`src/sv/bpa_pkg.sv`:
```
`timescale 1ns / 1ps
package bpa_pkg;

  localparam int FRAMES_DEF = 4096;
  localparam int TOP_ORDER_DEF = 3;
  localparam int ADDR_W = 48;
  localparam int FRAME_SHIFT = 12;
  localparam int TAG_W = 4;
  localparam int PDATA_W = 64;
  localparam int PADDR_W = 4;

  localparam logic [TAG_W-1:0] TAG_ALLOC = 4'hA;
  localparam logic [TAG_W-1:0] TAG_BODY = 4'hB;
  localparam logic [TAG_W-1:0] TAG_VOID = 4'hC;

  localparam logic [1:0] ACT_ALLOC = 2'd0;
  localparam logic [1:0] ACT_FREE = 2'd1;
  localparam logic [1:0] ACT_RESERVE = 2'd2;
  localparam logic [1:0] ACT_NONE = 2'd3;

  localparam logic [2:0] ST_OK = 3'd0;
  localparam logic [2:0] ST_NO_MEMORY = 3'd1;
  localparam logic [2:0] ST_BAD_ORDER = 3'd2;
  localparam logic [2:0] ST_NOT_ALLOCATED = 3'd3;
  localparam logic [2:0] ST_RANGE_BUSY = 3'd4;

  localparam logic REG_REGION_BASE = 1'b0;
  localparam logic [ADDR_W-1:0] REGION_BASE_RESET = 48'h0000_1000_0000;

  typedef struct packed {
    logic [1:0]        action;
    logic [2:0]        block_order;
    logic [ADDR_W-1:0] address;
  } req_t;

  typedef struct packed {
    logic [2:0]        status;
    logic [ADDR_W-1:0] block_address;
  } rsp_t;

endpackage

```
`src/sv/bpa_regs.sv`:
```
`timescale 1ns / 1ps
module bpa_regs (
  input  logic                         clk,
  input  logic                         rst,
  input  logic                         psel,
  input  logic                         penable,
  input  logic                         pwrite,
  input  logic [bpa_pkg::PADDR_W-1:0]  paddr,
  input  logic [bpa_pkg::PDATA_W-1:0]  pwdata,
  output logic [bpa_pkg::PDATA_W-1:0]  prdata,
  output logic                         pready,
  output logic [bpa_pkg::ADDR_W-1:0]   region_base
);
  import bpa_pkg::*;

  logic sel_base;

  assign sel_base = (paddr[3] == REG_REGION_BASE);
  assign pready = 1'b1;
  assign prdata = sel_base ? PDATA_W'(region_base) : '0;

  always_ff @(posedge clk) begin
    if (rst) begin
      region_base <= REGION_BASE_RESET;
    end else if (psel && penable && pwrite && pready && sel_base) begin
      region_base <= pwdata[ADDR_W-1:0];
    end
  end

endmodule

```
`config.mk`:
```
export PLATFORM = sky130hd
export DESIGN_NAME = bpa_regs
export DESIGN_NICKNAME = d
export VERILOG_FILES = /design/src/sv/bpa_pkg.sv /design/src/sv/bpa_regs.sv
export SDC_FILE = /design/constraint.sdc
export NUM_CORES = 1
export LEC_CHECK = 0
export BUFFER_PORTS_ARGS = -buffer_cell sky130_fd_sc_hd__buf_4
export CORE_ASPECT_RATIO = 0.9
export CORE_MARGIN = 2
export CORE_UTILIZATION = 34
export CTS_CLUSTER_DIAMETER = 30
export DETAILED_ROUTE_END_ITERATION = 12
export PLACE_DENSITY = 0.75
export SYNTH_ARGS = -nofsm -noshare
export SYNTH_HDL_FRONTEND = slang
export SYNTH_SLANG_ARGS = --single-unit
export TNS_END_PERCENT = 5
```
`constraint.sdc`:
```
create_clock -name clk -period 2.3 [get_ports clk]
set_clock_uncertainty 0.15 [all_clocks]
set_input_delay 0.69 -clock clk [delete_from_list [all_inputs] [get_ports clk]]
set_output_delay 0.69 -clock clk [all_outputs]
set_load 0.05 [all_outputs]
```
* Word-level counts from Yosys, hierarchy flattened
Cells that the tools add are included.
** Word-level totals
- Word-level logic and storage cells :: 6
- Register bits after elaboration :: 48
- Input bits :: 73
- Output and inout bits :: 113
** Operators by class
- Reductions and logical operators :: 3
- Bitwise logic cells :: 1
- Multiplexer cells :: 1
** Operator list (count)
- 48-bit two-way mux :: 1
- 1-bit logical AND :: 3
- 1-bit inverter :: 1

* Longest topological paths before layout
- Depth in word-level cells :: 3
- Depth in mapped cells :: 5
- Depth with buffers taken out :: 2

* Least setup slack after synthesis
No wires, ideal clock.
- Kind :: input -> output
- Start point :: input paddr[3] (netlist bit)
- End point :: output prdata[27] (netlist bit)
- Arrival time :: 1.787 ns
- Required time :: 1.460 ns
- Stages on the path :: 3
- Slack :: -0.327 ns
- Path buffers :: 2
- Cells stage by stage :: clkbuf_1 > clkbuf_1 > nor2b_1
** Between the ends
- Cells in the longest elaborated chain, start to end :: 1
** RTL lines
- start: declaration :: RTL line bpa_regs.sv:8 : input logic [bpa_pkg::PADDR_W-1:0] paddr,
- 48-bit two-way mux :: RTL line bpa_regs.sv:20 : assign prdata = sel_base ? PDATA_W'(region_base) : '0;
- end: declaration :: RTL line bpa_regs.sv:10 : output logic [bpa_pkg::PDATA_W-1:0] prdata,
No other way between the ends.

* Worst setup path in the final report
- Start point :: input paddr[3] (netlist bit)
- End point :: output prdata[42] (netlist bit)
The elaborated chain is that of the path after synthesis.

==> summary.md <==
| Metric | Value |
|---|---|
| Status | `finished clean` |
| Fin. Hold Viols | `0` |
| Synth Area in XOR/XNOR | `0%` |
| Critical path type | `input port to primary output` |
| ANT cells | `0` |
| Reg2Reg Depth | `2` |
| Worst setup path startpoint | `paddr[3]` |
| Site row count | `30` |
| PortBufs | `149` |
| Largest Register | `region_base` |
| DR pass1 iterations | `4` |
| Routed Antenna Nets | `0` |
| Tot GR Track Use | `about 14%` |
| Setup crit end kind | `primary output` |
| Synth Instances | `281` |
| I/O pins | `186` |
| Global route overflow | `0` |
| CORE AREA | `7470 µm²` |
| Area grow syn2layout | `48.7%` |
| Max FFs per register | `48` |
| Hold endpoint | `region_base[31]` |
| DR vias/cell | `roughly 4.3` |
| Per-cell routed wire length | `11.6 µm` |
| Post-Synth Simple-Gate Area | `between 30% and 40%` |
| Reg-to-reg startpoint | `region_base[5]` |
| Clk root buf | `clkbuf_8` |
| Hold path depth | `2` |
| Largest registers | `region_base: 48 flops` |
| Vias | `about 2200` |
| Final Critical Period | `around 2.2 ns` |
| Height of the chip | `86.9 µm` |
| Seq. cell area | `around 960 µm²` |
| Synth warnings | `0` |
| Hold slack | `0.338 ns` |
| Max-Cap Viols | `0` |
| Worst reg-to-reg setup slack | `1.49 ns` |
| Die X-Extent | `96.1 µm` |
| Dpl cells | `around 510` |
| Share of cells above drive strength 1 | `a little over two fifths` |
| Reg2Reg Capture Point | `region_base[5]` |
| Overall Power | `1780 µW` |
| Starting Density | `34.8%` |
| Residual DRC | `0` |
| Final slew viol count | `0` |
| Post-Synth Adder-Cell Area | `0%` |
| First-pass GRT wire length | `9190 µm` |
| Final std cells w/o fill | `514` |
| Synth unique cells | `12` |
| Critical path required time | `around 1.5 ns` |
| Initial DRC count | `47` |
| CP max FO | `49` |
| Final worst setup slack | `approximately 0.11 ns` |
| Largest net degree at the start of global routing | `55` |
| Nets | `slightly below 500` |
| Final period util | `95.4%` |
| Dpl ws | `-0.175 ns` |
| Post-DP HPWL | `4390 µm` |
| CTS H-tree depth | `2` |
| Synthesized flop and latch total | `48` |
| CTS tree | `built` |
| HP Start | `region_base[31]` |
| Worst-path clk slew | `around 0.080 ns` |
| Critical Path Start Type | `input port` |
| CTS Buf Count | `5` |
| Clock Latency Late Sink | `0.29 ns` |
| Clk sink count | `between 40 and 50` |
| LEAKAGE | `around 0.0017 µW` |
| Core Util, Final | `51.7%` |
| Clk buf depth | `2` |
| Multiplexer share of the synthesized area | `roughly 18%` |
| Final setup violation count | `0` |
| Main combinational cell family by area after synthesis | `simple AND/OR/NAND/NOR gates` |
| Area of the multi-input gates | `1500 µm²` |
| Vias in the first global route | `2036` |
| VDD IR-drop max | `0.190 mV` |
| Antenna violations before repair | `0` |
| Maximum clock rate | `456 MHz` |
| Critical Path AT | `1.35 ns` |
| Global placer's final weighted congestion | `0.692` |
| Pwr Density | `460 nW/µm²` |
| Post-Syn Area per Cell | `9.24 µm²` |
| Filler cells | `711` |
| Sequential-to-total area share from yosys stat | `~37%` |
| Synth Cell Area | `2600 µm²` |
| DIE AREA | `8360 µm²` |
| RSZ-0062 raised after global routing | `no` |
| Compound-Gate Fraction of Synth Area | `0%` |
| Final wirelength | `5940 µm` |
| Hold/Removal Path Class | `flop to flop` |
[critical path, stage by stage]
cell,delay [ns]
buf_12,0.22
and2b_2,0.24
buf_4,0.18
[power by group]
part / total (µW) / switching, µW / leakage, µW / internal (µW)
sequential: 863 / 14.0 / 0.000388 / 849
clock: 509 / 263 / 0.0000455 / 246
combinational: 408 / 248 / 0.00128 / 160
total: 1780 / 525 / 0.00171 / 1250
[area by class of cell]
type	count	share of cell area [%]
Clock buffer	8	2.33
Multi-Input combinational cell	210	38.9
Sequential cell	48	24.9
Tap cell	96	3.11
Timing Repair Buffer	152	30.8
[logic make-up (layout without fill, tap and decap cells)]
family,count (synthesis),count (layout)
muxes,48,48
other,2,17
buffers and inverters,38,160
DFF,48,48
and+or+nand+nor,145,145
[synthesized netlist by cell type]
| cell | number | area share, % |
|---|---|---|
| dfxtp_1 | 48 | 37 |
| conb_1 | 2 | 0.29 |
| mux2i_1 | 48 | 18 |
| clkbuf_1 | 15 | 2.2 |
| nor2_1 | 2 | 0.29 |
| clkbuf_2 | 1 | 0.19 |
| nor2b_1 | 44 | 11 |
| and4b_1 | 1 | 0.39 |
| buf_4 | 19 | 5.5 |
| nand2b_1 | 94 | 23 |
| buf_6 | 3 | 1.3 |
| and2b_1 | 4 | 1.2 |
[routing by layer]
| metal | GRT usage [%] | vias up | part of all wire [%] | wire [µm] |
|---|---|---|---|---|
| met1 | 16.9 | 1004 | 41 | 2430 |
| met2 | 22.9 | 105 | 47 | 2800 |
| met3 | 4.85 | 8 | 11 | 631 |
| met5 | 0 | - | 0 | 0 |
| met4 | 3.77 | 0 | 1.3 | 80 |
| li1 | - | 1113 | - | - |
[placed cells by master (no fill, tap or decap)]
| cell | Yosys | layout |
|---|---|---|
| and2b_2 | 0 | 4 |
| and4b_2 | 0 | 1 |
| buf_12 | 0 | 4 |
| buf_4 | 19 | 148 |
| clkbuf_1 | 15 | 2 |
| clkbuf_8 | 0 | 6 |
| conb_1 | 2 | 17 |
| dfxtp_1 | 48 | 48 |
| mux2i_1 | 48 | 48 |
| nand2b_1 | 94 | 94 |
| nor2_1 | 2 | 2 |
| nor2b_1 | 44 | 28 |
| nor2b_2 | 0 | 16 |
[how the worst max path moves through the flow]
stage / end / cells past startpoint
global placement: prdata[42] / 3
floorplan: prdata[10] / 2
detailed placement: prdata[26] / 3
global route: prdata[42] / 3
CTS: prdata[26] / 3
finish: prdata[42] / 3
[timing repair]
item                       4_1_cts  5_1_grt
hold buffers                     0        0
buffers inserted                 0        0
setup endpoints to repair       33        1
gates resized for setup          2        1
pin swaps                        0        0
[stage by stage]
stage | instance area, µm² | TNS, ns
2_1_floorplan | 2700 | -5.54
3_3_place_gp | 3760 | -0.620
3_5_place_dp | 3760 | -1.28
4_1_cts | 3860 | 0
5_1_grt | 3860 | 0
6_report | 3860 | 0
Power figures use the tool's default switching activity.
